<file path="src/quadratic_root_solver_defines.svh">
// Assertion macros for the quadratic root solver.
`ifndef QUADRATIC_ROOT_SOLVER_DEFINES_SVH
`define QUADRATIC_ROOT_SOLVER_DEFINES_SVH

`ifndef ASSERT_OFF
`define QRS_ASSERT_IMP(lbl, pre, con) \
    lbl: assert property (@(posedge i_clk) disable iff (!i_rst_n) (pre) |-> (con)) \
        else $error("qrs assertion failed");
`define QRS_ASSERT_NXT(lbl, pre, con) \
    lbl: assert property (@(posedge i_clk) disable iff (!i_rst_n) (pre) |=> (con)) \
        else $error("qrs assertion failed");
`else
`define QRS_ASSERT_IMP(lbl, pre, con)
`define QRS_ASSERT_NXT(lbl, pre, con)
`endif

`endif

</file>
<file path="src/qrs_pkg.sv">
// Shared widths, types and codes of the quadratic root solver.
package qrs_pkg;

    localparam int CW     = 32;          // coefficient width
    localparam int FB     = 16;          // fraction bits
    localparam int OW     = 48;          // root width
    localparam int TOL_W  = 16;
    localparam int TOL_RST = 6554;
    localparam int ADDR_W = 3;
    localparam int DATA_W = 32;
    localparam int REG_TOL = 0;

    localparam int PW   = 2 * CW;        // product width
    localparam int DW   = PW + 3;        // signed discriminant
    localparam int SW   = CW + 1;        // square root width
    localparam int RW   = 2 * SW;        // radicand width
    localparam int SRW  = SW + 3;        // root remainder
    localparam int NMW  = SW + 1;        // numerator magnitude
    localparam int NW   = NMW + 1;       // signed numerator
    localparam int DVW  = CW + 1;        // divisor magnitude
    localparam int QW   = NMW + FB;      // quotient width
    localparam int DRW  = DVW + 1;       // shifted divider remainder
    localparam int XW   = QW + OW;
    localparam int LAT  = 3 + SW + 1 + QW + 1;

    typedef enum logic [1:0] {
        CNT_NONE = 2'd0,
        CNT_ONE  = 2'd1,
        CNT_TWO  = 2'd2,
        CNT_INF  = 2'd3
    } t_cnt;

    typedef struct packed {
        t_cnt            cnt;
        logic            two;
        logic [NW-1:0]   nb;
        logic [NW-1:0]   ns;
        logic [DVW-1:0]  dvs;
        logic            dneg;
    } t_side;

    typedef struct packed {
        logic            vld;
        logic [RW-1:0]   rad;
        logic [SRW-1:0]  rem;
        logic [SW-1:0]   root;
        t_side           side;
    } t_sq;

    typedef struct packed {
        logic            vld;
        t_cnt            cnt;
        logic            neg;
        logic [QW-1:0]   dvd;
        logic [DVW-1:0]  rem;
        logic [QW-1:0]   quo;
        logic [DVW-1:0]  dvs;
    } t_dv;

endpackage

</file>
<file path="src/qrs_div_cell.sv">
// One quotient bit step of the pipelined restoring divider.
module qrs_div_cell (
    input  logic         i_clk,
    input  logic         i_rst_n,
    input  qrs_pkg::t_dv i_d,
    output qrs_pkg::t_dv o_q
);
    import qrs_pkg::*;

    logic [DRW-1:0] w_rsh;
    logic [DRW-1:0] w_dvs;
    logic [DRW-1:0] w_diff;
    logic           w_ge;
    t_dv            n_q;
    t_dv            r_q;

    always_comb begin
        w_rsh  = {i_d.rem, i_d.dvd[QW-1]};
        w_dvs  = {1'b0, i_d.dvs};
        w_diff = w_rsh - w_dvs;
        w_ge   = (w_rsh >= w_dvs);
        n_q     = i_d;
        n_q.vld = i_d.vld & i_rst_n;
        n_q.dvd = {i_d.dvd[QW-2:0], 1'b0};
        n_q.rem = w_ge ? w_diff[DVW-1:0] : w_rsh[DVW-1:0];
        n_q.quo = {i_d.quo[QW-2:0], w_ge};
    end

    always_ff @(posedge i_clk) begin
        r_q <= n_q;
    end

    assign o_q = r_q;

endmodule

</file>
<file path="config.mk">
export PLATFORM = sky130hd
export DESIGN_NAME = qrs_div_cell
export DESIGN_NICKNAME = d
export VERILOG_FILES = /design/src/quadratic_root_solver_defines.svh /design/src/qrs_pkg.sv /design/src/qrs_div_cell.sv
export SDC_FILE = /design/constraint.sdc
export NUM_CORES = 1
export LEC_CHECK = 0
export ABC_CLOCK_PERIOD_IN_PS = 4200
export BUFFER_PORTS_ARGS = -buffer_cell sky130_fd_sc_hd__buf_4
export CAP_MARGIN = 25
export CORE_AREA = 4 4 132 134
export CTS_CLUSTER_DIAMETER = 60
export CTS_CLUSTER_SIZE = 20
export DETAILED_ROUTE_END_ITERATION = 8
export DIE_AREA = 0 0 136 138
export PLACE_DENSITY = 0.69
export SYNTH_ARGS = -nofsm -noshare
export SYNTH_HDL_FRONTEND = slang
export SYNTH_SLANG_ARGS = --single-unit
</file>
<file path="constraint.sdc">
create_clock -name i_clk -period 4.2 [get_ports i_clk]
set_clock_uncertainty 0.05 [all_clocks]
set_input_delay 0.63 -clock i_clk [delete_from_list [all_inputs] [get_ports i_clk]]
set_output_delay 0.63 -clock i_clk [all_outputs]
set_load 0.05 [all_outputs]
</file>
==> results summary <==
The run finished with clean final reports. Global routing used roughly 20% of the available tracks across all layers. The number of buffers added to fix hold violations after cts came out at 0. The die covers between 15,000 and 20,000 um2.

STA classifies the critical path startpoint as an input pin. The arrival time at the worst endpoint came out at 3510 ps. The top achievable clock speed is 0.307 GHz. The remaining routing DRC violations came out at 0. The relative contribution of the clock network to total power came out at about a third. Cells with a size suffix above 1 make up 47.0% of the layout. The signal on the critical path passes through buf_4, inv_1, ha_1, inv_1, fa_1, a21o_1, a221oi_2, o21ai_2, a21boi_2, o31ai_2, a21oi_4, buf_4, o31ai_1. The total negative setup slack came out at 0 ps.

The tightest slew margin relative to the limit came out at 59.4%. For this block, the via count after detailed routing is roughly 5,000. The sum of net half-perimeters after detailed placement came out at 16,200 um. In this run, placement finished with an instance count of between 1,000 and 1,500.

The leakage power is roughly 4.5 nW. The tree is rooted in a sky130_fd_sc_hd__clkbuf_16. Data on the critical path is required at its endpoint by between 4000 and 5000 ps. The max-slew violation total from the final report came out at 0.

The cell count after synthesis came out at between 500 and 600. The height of the die is about 140 um. The number of nets in the layout came out at roughly 1,100. The standard cell with the maximum stage delay on the critical path is sky130_fd_sc_hd__a221oi_2.

The average cell area after synthesis came out at about 11 um2. The number of enable-type register cells in the synthesized netlist came out at 0. The worst stage delay on the critical path is 460 ps.

Counting every sink on the clock net gives between 150 and 200. The number of violations of the max-capacitance limit came out at 0. The share of total power consumed by net switching is between 30% and 40%. The initial standard-cell utilization of the core came out at a little over a third.

The first-pass detailed-route iteration total is 4. The largest driver fanout on the critical path is 20. The path with the worst hold slack has its endpoint at o_q[146]$_DFF_P_.

The area growth from synthesis to layout is 55.4%. The count of cell types in the netlist is 62. The portion of the post-synthesis area used by sequential elements came out at about 57%.

In this run the deepest clock path goes through 2 buffers. The flop and latch count out of synthesis came out at 169. Counting instances, the worst hold path has a depth of 1. The quantity of gates resized following cts came out at 0. In this run, CTS created clock tree buffers numbering 17.

The initial antenna violation count was 0. The number of failing setup endpoints in the final timing report came out at 0. The min-delay analysis places its worst path in the category in2reg. The highest ir drop seen on vdd came out at approximately 0.26 mV. In this run the remaining antenna-violating nets after routing total 0. For this run, the number of standard cells in the final layout without fillers is ~1,100.

The library cell used most frequently in the layout, excluding fill and tap cells, is sky130_fd_sc_hd__buf_4. The largest net degree at the start of global routing came out at 21. 0 antenna diodes ended up in the layout. The critical setup path kind is in2reg. The library cells used most frequently in the layout, excluding fill and tap cells, are 343 x sky130_fd_sc_hd__buf_4, 169 x sky130_fd_sc_hd__dfxtp_1, 44 x sky130_fd_sc_hd__inv_1.

For this design the total switching power over the nets is approximately 1.6 mW. The core footprint came out at between 15,000 and 20,000 um2. The worst hold path begins at i_d[145]. The routed design has a little under 20,000 um of wire. The wire length of the first global-routing pass is 28,400 um. The post-detailed-route wirelength per cell came out at 17.5 um.

The mapped cell area is 5930 um2. For the pin with the worst max-slew slack, the measured transition is about 600 ps. For this run, the leading register cell type out of synthesis is sky130_fd_sc_hd__dfxtp_1. Setup repair after global routing left no endpoint under its margin.

TritonCTS built the clock tree. The aggregate global routing overflow is 0. Combinational logic burns ~28% of the power.

The relative contribution of sequential cells to total power came out at a little under 40%. The final cycle utilization of the critical path is just under 80%. The power density normalized to cell area is 497 nW/um2. The post-route total power came out at roughly 4.6 mW. The count of pins on the block boundary came out at between 300 and 400. Clock-pin slew was measured on the worst setup and hold paths at roughly 70 ps.

Using the TritonRoute via totals, the vias-per-cell ratio works out to roughly 4.5. The deepest level of the CTS H-tree came out at 4. After floorplanning, the core was divided into 47 placement rows. The internal portion of the total power is 2.99 mW. The via count of the first global-routing pass is 5,005.

The flip-flop count of the largest register, all copies and words added came out at between 150 and 200. The final weighted congestion in routability-driven placement came out at 0.836. Hold timing on the final database bottoms out at a slack of 254 ps.

The critical path endpoint category is a register. The number of hold violations in the final report was 0. The DRC violation total after the first TritonRoute iteration came out at between 100 and 150. Synthesis produced a netlist with a net count of between 700 and 800.

Buffers added to address setup during post-CTS repair amount to 0. The total of warnings raised by yosys came out at 0. The width of the die came out at ~140 um. The time the final worst path needs with I/O delays and setup came out at 3260 ps. For this run, asynchronously set or reset flops after synthesis account for 0%. In this run the tool buffered the top-level ports with 339 buffer cells.

The count of fill cells added during filler insertion is roughly 1,400.
==> synth_stat cells, types with 6 or more instances <==
library cell / instances / area (um2)
sky130_fd_sc_hd__inv_1: 44 / 165
sky130_fd_sc_hd__o21bai_1: 6 / 45.0
sky130_fd_sc_hd__nand3_1: 6 / 30.0
sky130_fd_sc_hd__nand2_2: 10 / 62.6
sky130_fd_sc_hd__and3_1: 7 / 43.8
sky130_fd_sc_hd__xor2_1: 13 / 114
sky130_fd_sc_hd__o21ai_1: 13 / 65.1
sky130_fd_sc_hd__buf_2: 6 / 30.0
sky130_fd_sc_hd__a21o_1: 12 / 90.1
sky130_fd_sc_hd__o21ai_2: 20 / 175
sky130_fd_sc_hd__dfxtp_1: 169 / 3380
sky130_fd_sc_hd__o21ai_0: 14 / 70.1
sky130_fd_sc_hd__nand2_1: 42 / 158
sky130_fd_sc_hd__ha_1: 33 / 413
sky130_fd_sc_hd__xnor2_1: 15 / 131
sky130_fd_sc_hd__a21oi_1: 32 / 160
sky130_fd_sc_hd__nor2_1: 14 / 52.6
==> cell type report <==
type / count / area [um2] / area share [%]
inverters: 45 / 169 / 1.83
flip-flops and latches: 169 / 3380 / 36.7
multi-input cells: 306 / 2220 / 24.1
clock inverters: 14 / 149 / 1.62
clock buffers: 18 / 439 / 4.77
repair buffers: 343 / 2570 / 27.9
well taps: 220 / 275 / 2.99
==> cell families after synthesis <==
logic type | Yosys count | share of synthesized area (%)
adders and majority gates | 34 | 7.30
xor gates and xnor gates | 28 | 4.14
muxes | 1 | 0.253
AOI/OAI and AO/OA | 136 | 16.9
and+or+nand+nor | 106 | 8.84
DFF | 169 | 57.1
buffers and inverters | 63 | 5.42
other | 1 | 0.0633
==> worst max-delay path: cells and delay by family <==
kind / cells / cell delay, ps
buffers and inverters: 4 / 580
AO/OA/AOI/OAI: 7 / 1730
adder cells (fa/ha/maj): 2 / 550
==> power groups by stage <==
stage	Sequential [mW]	Combinational (mW)	Clock, mW
final	1.77	1.26	1.54
after global routing	1.79	1.33	1.66
after global placement	1.81	1.26	0
after detailed placement	1.81	1.27	0
after CTS	1.78	1.27	1.58
after floorplan	2.30	0.351	0
==> routing by layer <==
metal / up-vias / GRT usage [%] / share of wire, %
met5: - / 0 / 0
met1: 2258 / 21.9 / 38
li1: 2530 / - / -
met3: 21 / 8.03 / 9.7
met2: 205 / 35.7 / 50
met4: 0 / 5.31 / 1.5
==> stage by stage <==
step	setup WS [ps]	instance area, um2	utilization [%]
2_1_floorplan	1220	5930	-
3_3_place_gp	526	8630	53.0
3_5_place_dp	471	8630	53.0
4_1_cts	918	9210	56.6
5_1_grt	672	9210	56.6
6_report	938	9210	56.6
==> how the worst max path moves through the flow <==
stage	depth (start not counted)	slack, ps	to	startpoint
after floorplan	12	1220	o_q[84]$_DFF_P_	i_d[165]
after global placement	13	530	o_q[94]$_DFF_P_	i_d[165]
after detailed placement	13	470	o_q[94]$_DFF_P_	i_d[165]
after CTS	13	920	o_q[94]$_DFF_P_	i_d[165]
after global routing	14	670	o_q[94]$_DFF_P_	i_d[165]
final	13	940	o_q[94]$_DFF_P_	i_d[165]
(Power assumes the default switching activity.)
