==> src/quadratic_root_solver_defines.svh <==
// Assertion macros for the quadratic root solver.
`ifndef QUADRATIC_ROOT_SOLVER_DEFINES_SVH
`define QUADRATIC_ROOT_SOLVER_DEFINES_SVH

`ifndef ASSERT_OFF
`define QRS_ASSERT_IMP(lbl, pre, con) \
    lbl: assert property (@(posedge i_clk) disable iff (!i_rst_n) (pre) |-> (con)) \
        else $error("qrs assertion failed");
`define QRS_ASSERT_NXT(lbl, pre, con) \
    lbl: assert property (@(posedge i_clk) disable iff (!i_rst_n) (pre) |=> (con)) \
        else $error("qrs assertion failed");
`else
`define QRS_ASSERT_IMP(lbl, pre, con)
`define QRS_ASSERT_NXT(lbl, pre, con)
`endif

`endif

==> src/qrs_pkg.sv <==
// Shared widths, types and codes of the quadratic root solver.
package qrs_pkg;

    localparam int CW     = 32;          // coefficient width
    localparam int FB     = 16;          // fraction bits
    localparam int OW     = 48;          // root width
    localparam int TOL_W  = 16;
    localparam int TOL_RST = 6554;
    localparam int ADDR_W = 3;
    localparam int DATA_W = 32;
    localparam int REG_TOL = 0;

    localparam int PW   = 2 * CW;        // product width
    localparam int DW   = PW + 3;        // signed discriminant
    localparam int SW   = CW + 1;        // square root width
    localparam int RW   = 2 * SW;        // radicand width
    localparam int SRW  = SW + 3;        // root remainder
    localparam int NMW  = SW + 1;        // numerator magnitude
    localparam int NW   = NMW + 1;       // signed numerator
    localparam int DVW  = CW + 1;        // divisor magnitude
    localparam int QW   = NMW + FB;      // quotient width
    localparam int DRW  = DVW + 1;       // shifted divider remainder
    localparam int XW   = QW + OW;
    localparam int LAT  = 3 + SW + 1 + QW + 1;

    typedef enum logic [1:0] {
        CNT_NONE = 2'd0,
        CNT_ONE  = 2'd1,
        CNT_TWO  = 2'd2,
        CNT_INF  = 2'd3
    } t_cnt;

    typedef struct packed {
        t_cnt            cnt;
        logic            two;
        logic [NW-1:0]   nb;
        logic [NW-1:0]   ns;
        logic [DVW-1:0]  dvs;
        logic            dneg;
    } t_side;

    typedef struct packed {
        logic            vld;
        logic [RW-1:0]   rad;
        logic [SRW-1:0]  rem;
        logic [SW-1:0]   root;
        t_side           side;
    } t_sq;

    typedef struct packed {
        logic            vld;
        t_cnt            cnt;
        logic            neg;
        logic [QW-1:0]   dvd;
        logic [DVW-1:0]  rem;
        logic [QW-1:0]   quo;
        logic [DVW-1:0]  dvs;
    } t_dv;

endpackage

==> src/qrs_sqrt_cell.sv <==
// One digit step of the pipelined integer square root.
module qrs_sqrt_cell (
    input  logic         i_clk,
    input  logic         i_rst_n,
    input  qrs_pkg::t_sq i_d,
    output qrs_pkg::t_sq o_q
);
    import qrs_pkg::*;

    logic [SRW-1:0] w_rsh;
    logic [SRW-1:0] w_trial;
    logic [SRW-1:0] w_diff;
    logic           w_ge;
    t_sq            n_q;
    t_sq            r_q;

    always_comb begin
        w_rsh   = {i_d.rem[SRW-3:0], i_d.rad[RW-1:RW-2]};
        w_trial = {{(SRW-SW-2){1'b0}}, i_d.root, 2'b01};
        w_diff  = w_rsh - w_trial;
        w_ge    = (w_rsh >= w_trial);
        n_q      = i_d;
        n_q.vld  = i_d.vld & i_rst_n;
        n_q.rad  = {i_d.rad[RW-3:0], 2'b00};
        n_q.rem  = w_ge ? w_diff : w_rsh;
        n_q.root = {i_d.root[SW-2:0], w_ge};
    end

    always_ff @(posedge i_clk) begin
        r_q <= n_q;
    end

    assign o_q = r_q;

endmodule

==> config.mk <==
export PLATFORM = sky130hd
export DESIGN_NAME = qrs_sqrt_cell
export DESIGN_NICKNAME = d
export VERILOG_FILES = /design/src/quadratic_root_solver_defines.svh /design/src/qrs_pkg.sv /design/src/qrs_sqrt_cell.sv
export SDC_FILE = /design/constraint.sdc
export NUM_CORES = 1
export LEC_CHECK = 0
export BUFFER_PORTS_ARGS = -buffer_cell sky130_fd_sc_hd__buf_4
export CAP_MARGIN = 30
export CORE_AREA = 3 3 188 190
export DETAILED_ROUTE_END_ITERATION = 10
export DIE_AREA = 0 0 191 193
export SYNTH_ARGS = -nofsm -noshare
export SYNTH_HDL_FRONTEND = slang
export SYNTH_SLANG_ARGS = --single-unit
==> constraint.sdc <==
create_clock -name i_clk -period 3.3 [get_ports i_clk]
set_clock_uncertainty 0.15 [all_clocks]
set_input_delay 0.165 -clock i_clk [delete_from_list [all_inputs] [get_ports i_clk]]
set_output_delay 0.165 -clock i_clk [all_outputs]
set_load 0.02 [all_outputs]
==> results of run 1 <==
-- stage by stage --
stage | cells | utilization (%) | power [mW]
after global placement | 1522 | 34.7 | 4.84
after CTS | 1815 | 44.6 | 8.18
after global routing | 1817 | 44.6 | 8.41
after detailed placement | 1522 | 34.7 | 4.85
after floorplan | 587 | - | 4.05
final | 1820 | 44.7 | 8.09
-- layout make-up --
class / instances / area (um^2) / share of cell area, %
antenna: 5 / 12.5 / 0.0834
clock buffer: 34 / 744 / 4.96
clock inverter: 17 / 164 / 1.09
inverter: 48 / 183 / 1.22
multi-input combinational: 289 / 2350 / 15.7
sequential: 241 / 4820 / 32.1
tap: 448 / 561 / 3.73
timing repair buffer: 738 / 6170 / 41.1
-- what timing repair did --
item,4_1_cts,5_1_grt
hold buffers,242,0
gates resized for setup,0,1
hold endpoints to repair,240,0
setup buffers,0,0
setup endpoints to repair,0,26
-- worst max-delay path, stage by stage --
cell	delay [ns]
dlygate4sd3_1	0.53
buf_4	0.11
inv_1	0.04
ha_1	0.34
nor2b_4	0.15
o311ai_2	0.29
a32oi_2	0.23
a31oi_4	0.29
o211ai_4	0.11
a41o_4	0.33
a21oi_4	0.20
xnor2_1	0.13
dlygate4sd3_1	0.55
-- worst min path at each step --
stage | start | endpoint | slack, ns | cells past startpoint
after global placement | i_d[9] | o_q[9] | 0.12 | 1
after detailed placement | i_d[72] | o_q[72] | 0.12 | 1
after floorplan | i_d[0] | o_q[0] | 0.04 | 0
final | i_d[139] | o_q[175] | 0.09 | 6
after global routing | i_d[12] | o_q[12] | 0.1 | 2
after CTS | i_d[139] | o_q[175] | 0.06 | 6
-- power by group --
group	switching, mW	leakage (nW)	total, mW	internal (mW)
registers	0.0712	2.03	3.21	3.14
logic	0.880	4.71	1.84	0.956
clock network	1.26	0.425	3.03	1.77
total	2.22	7.17	8.09	5.87
-- per-layer routing --
layer	track usage (%)	vias to the layer above	part of all wire, %
met1	20.0	3441	38
met5	0	-	0.34
met3	5.19	80	7.2
li1	-	3512	-
met2	31.8	295	50
met4	7.20	18	4.3
-- cell usage after synthesis (7+ instances only) --
cell type,count
xnor2_1,19
nand4_1,7
nand3_1,9
and3_1,11
nor2_1,12
xor2_1,12
inv_1,47
ha_1,35
nand2_1,27
mux2_4,26
o21ai_0,20
a21o_1,9
dfxtp_1,241
a21oi_1,33
-- cell families (layout without fill, tap and decap cells) --
logic type,after synthesis,count (layout),synth area share [%]
AOI/OAI and AO/OA,100,100,9.69
other,1,7,0.0506
DFF,241,241,65.1
buffers and inverters,57,837,3.32
adders and majority gates,35,35,5.91
muxes,32,32,6.16
and+or+nand+nor,89,89,6.16
xor gates and xnor gates,31,31,3.66
==> flow_summary.toml, run 1 <==
[synthesis]
synth_top_area_cell = "dfxtp_1"
async_flop_share_pct = 0
synth.top_cell.area_share_pct = 65.1
synth_cell_types = 56
synth_flop_cell = "dfxtp_1"
syn_area_per_cell_um2 = 12.7
yosysSeqAreaShare_pct = 65.1
syn_area_um2 = 7420
syn_inst = 586
netlist_top_cells_area = "dfxtp_1 65%, ha_1 5.9%, mux2_4 5.3%"
synth_edf_count = 0
yosys_register_bits = 241
yosys_warnings = 0

[hold_path]
hp-class = "in2reg"

[cts]
clk_pin_slew_worst_paths_ns = 0.06
clock-sinks = 241
cts-root-buf = "clkbuf_16"
cts_max_path_buffers = 3
cts_tree = "built"
htree_levels = 1
cts_made_buffers = 28

[floorplanning]
die_height_um = 193
core_area_um2 = 33600
dieArea_um2 = 36900
initial_core_util_pct = 22.1
die_w_um = 191
io_pins = 488
num_rows = 67

[placed_design]
port_buffers = 483
dpl_worst_slack_ns = 0.151
gp_congestion = 0.843
dp_hpwl_mm = 27.1
placed_cell_area_um2 = 11700

[grt]
grt_pass1_wl_mm = 49.0
antenna_found_initial = 14
grt.total_usage_pct = 17.8
grt_start_max_net_pins = 16
first_global_vias = 7768
overflow = 0

[cells_and_area]
final_cell_mix = "494 x buf_4, 242 x dlygate4sd3_1, 241 x dfxtp_1"
final_common_cell = "buf_4"
layout.nets = 1626
largest_reg_flops = 241
drive_gt1_share_pct = 43.1
fillerInstances = 3077
syn_to_final_growth_pct = 102
fin_area_um2 = 15000

[sta]
finalSetupViolCount = 0
fmax_mhz = 316
final.period_utilization_pct = 96.0
fin_tns_setup_ns = 0
whs_ns = 0.0888
grt_setup_unrepaired = "no"
hold_viol = 0
finalWorstSetupSlack_ns = 0.132
fin_crit_ns = 3.17
slew_violations = 0

[pwr]
p_per_area_nw_per_um2 = 539
vdd_drop_max_mv = 0.359
leakage_nw = 7.17

[status]
status = "finished clean"

[detailed_routing]
avgViaCountPerCell = 4.04
vias = 7346
firstDrtPassIters = 4
wl_per_cell_um = 19.6
postRouteAntennaNets = 0
dr.first_iter.drc_count = 170
wirelength_mm = 35.7
drc_errors = 0

[critical_path]
worstSetupStartpoint = "i_d[107]"
critPathCaptureType = "flip-flop"
criticalPathCategory = "in2reg"
cp_data_required_time_ns = 3.62
arrival_ns = 3.49
cp-endpoint = "o_q[140]"
crit_path_max_fanout = 4
cp-start-kind = "primary input"

[flow_run]
max_cap_violations = 0
Note: power is estimated with default switching activity, not from simulation.
==> run 2: changes to the inputs <==
--- a/config.mk
+++ b/config.mk
@@ -7,9 +7,12 @@
 export LEC_CHECK = 0
 export BUFFER_PORTS_ARGS = -buffer_cell sky130_fd_sc_hd__buf_4
 export CAP_MARGIN = 30
-export CORE_AREA = 3 3 188 190
+export CELL_PAD_IN_SITES_DETAIL_PLACEMENT = 1
+export CELL_PAD_IN_SITES_GLOBAL_PLACEMENT = 1
+export CORE_AREA = 3 3 187 189
 export DETAILED_ROUTE_END_ITERATION = 10
-export DIE_AREA = 0 0 191 193
+export DIE_AREA = 0 0 190 192
+export PLACE_DENSITY_LB_ADDON = 0.1
 export SYNTH_ARGS = -nofsm -noshare
 export SYNTH_HDL_FRONTEND = slang
 export SYNTH_SLANG_ARGS = --single-unit
==> flow_summary.toml, run 2 (synthesized netlist as in run 1, its figures left out) <==
[pwr]
vdd_drop_max_mv = 0.345
p_per_area_nw_per_um2 = 552
leakage_nw = 7.26

[floorplanning]
die_w_um = 190
die_height_um = 192
io_pins = 488
core_area_um2 = 33400
dieArea_um2 = 36500
initial_core_util_pct = 22.2
num_rows = 67

[status]
status = "finished clean"

[cells_and_area]
multi_input_area_um2 = 2350
largest_reg_flops = 241
final_cell_mix = "506 x buf_4, 241 x dlygate4sd3_1, 241 x dfxtp_1"
syn_to_final_growth_pct = 104
area.sequential_um2 = 4820
fin_cells = 1826
final_common_cell = "buf_4"
layout.nets = 1635
fillerInstances = 3628
drive_gt1_share_pct = 43.6

[sta]
final.period_utilization_pct = 93.7
finalSetupViolCount = 0
fmax_mhz = 323
slew_violations = 0
grt_setup_unrepaired = "no"
hold_viol = 0
finalWorstSetupSlack_ns = 0.208
fin_crit_ns = 3.09
fin_tns_setup_ns = 0

[grt]
grt_pass1_wl_mm = 51.5
grt_start_max_net_pins = 36
antenna_found_initial = 6
first_global_vias = 7862
overflow = 0
grt.total_usage_pct = 18.8

[cts]
htree_levels = 1
cts_max_path_buffers = 3
clk_pin_slew_worst_paths_ns = 0.06
cts_made_buffers = 28
cts-root-buf = "clkbuf_16"
cts_tree = "built"
clock-sinks = 241

[detailed_routing]
wl_per_cell_um = 19.9
firstDrtPassIters = 4
dr.first_iter.drc_count = 171
vias = 7229
drc_errors = 0
postRouteAntennaNets = 0
avgViaCountPerCell = 3.96
wirelength_mm = 36.3

[critical_path]
critPathCaptureType = "flip-flop"
arrival_ns = 3.35
cp_data_required_time_ns = 3.56
crit_path_max_fanout = 35
cp-start-kind = "primary input"
worstSetupStartpoint = "i_d[129]"
criticalPathCategory = "in2reg"

[flow_run]
max_cap_violations = 0

[hold_path]
min_from = "i_d[3]"
hp-class = "in2reg"

[placed_design]
gp_congestion = 0.804
port_buffers = 483
dp.cells = 1532
dp_hpwl_mm = 27.4
dpl_worst_slack_ns = 0.0540
==> run 2: worst max-delay path, stage by stage <==
cell	delay [ns]
dlygate4sd3_1	0.53
buf_4	0.11
inv_1	0.05
ha_1	0.33
and4_1	0.30
and3_1	0.22
nor2b_1	0.23
nand2_1	0.12
o211ai_4	0.18
a41o_4	0.26
a21oi_4	0.07
inv_6	0.38
mux2_2	0.40
==> run 2: final cells by class <==
class | instances | share of cell area, %
Timing Repair Buffer | 747 | 41.0
Tap cell | 448 | 3.70
Clock buffer | 38 | 5.35
Clock inverter | 13 | 1.22
Antenna cell | 2 | 0.0331
Sequential cell | 241 | 31.9
Inverter | 48 | 1.22
Multi-Input combinational cell | 289 | 15.6
==> run 2: power breakdown <==
part	internal (mW)	leakage, nW	switching, mW
Sequential	3.14	2.03	0.0672
Clock	2.03	0.479	1.28
Combinational	0.961	4.75	0.877
==> run 2: through the flow <==
step	cell area, um^2	hold slack [ns]	power, mW	util (%)
after floorplan	7420	0.0427	4.05	-
after global placement	11700	0.119	4.86	35.0
after CTS	15100	0.0927	8.49	45.2
final	15100	0.122	8.36	45.2
after detailed placement	11700	0.121	4.87	35.0
after global routing	15100	0.0888	8.75	45.2
==> run 2: final timing paths <==
path | slack, ns | to | depth (start not counted)
max | 0.21 | o_q[142] | 13
min | 0.12 | o_q[3] | 2
==> run 2: metal layers <==
layer,global-route usage [%],part of all wire (%)
met1,21.5,39
met2,34.1,51
met3,5.20,7.0
met4,5.83,3.0
met5,0,0.13
==> run 2: timing repair <==
action / in CTS / in global routing
hold buffers: 241 / 0
setup endpoints to repair: 0 / 32
hold endpoints to repair: 240 / 0
gates resized for setup: 0 / 2
buffers inserted: 0 / 0
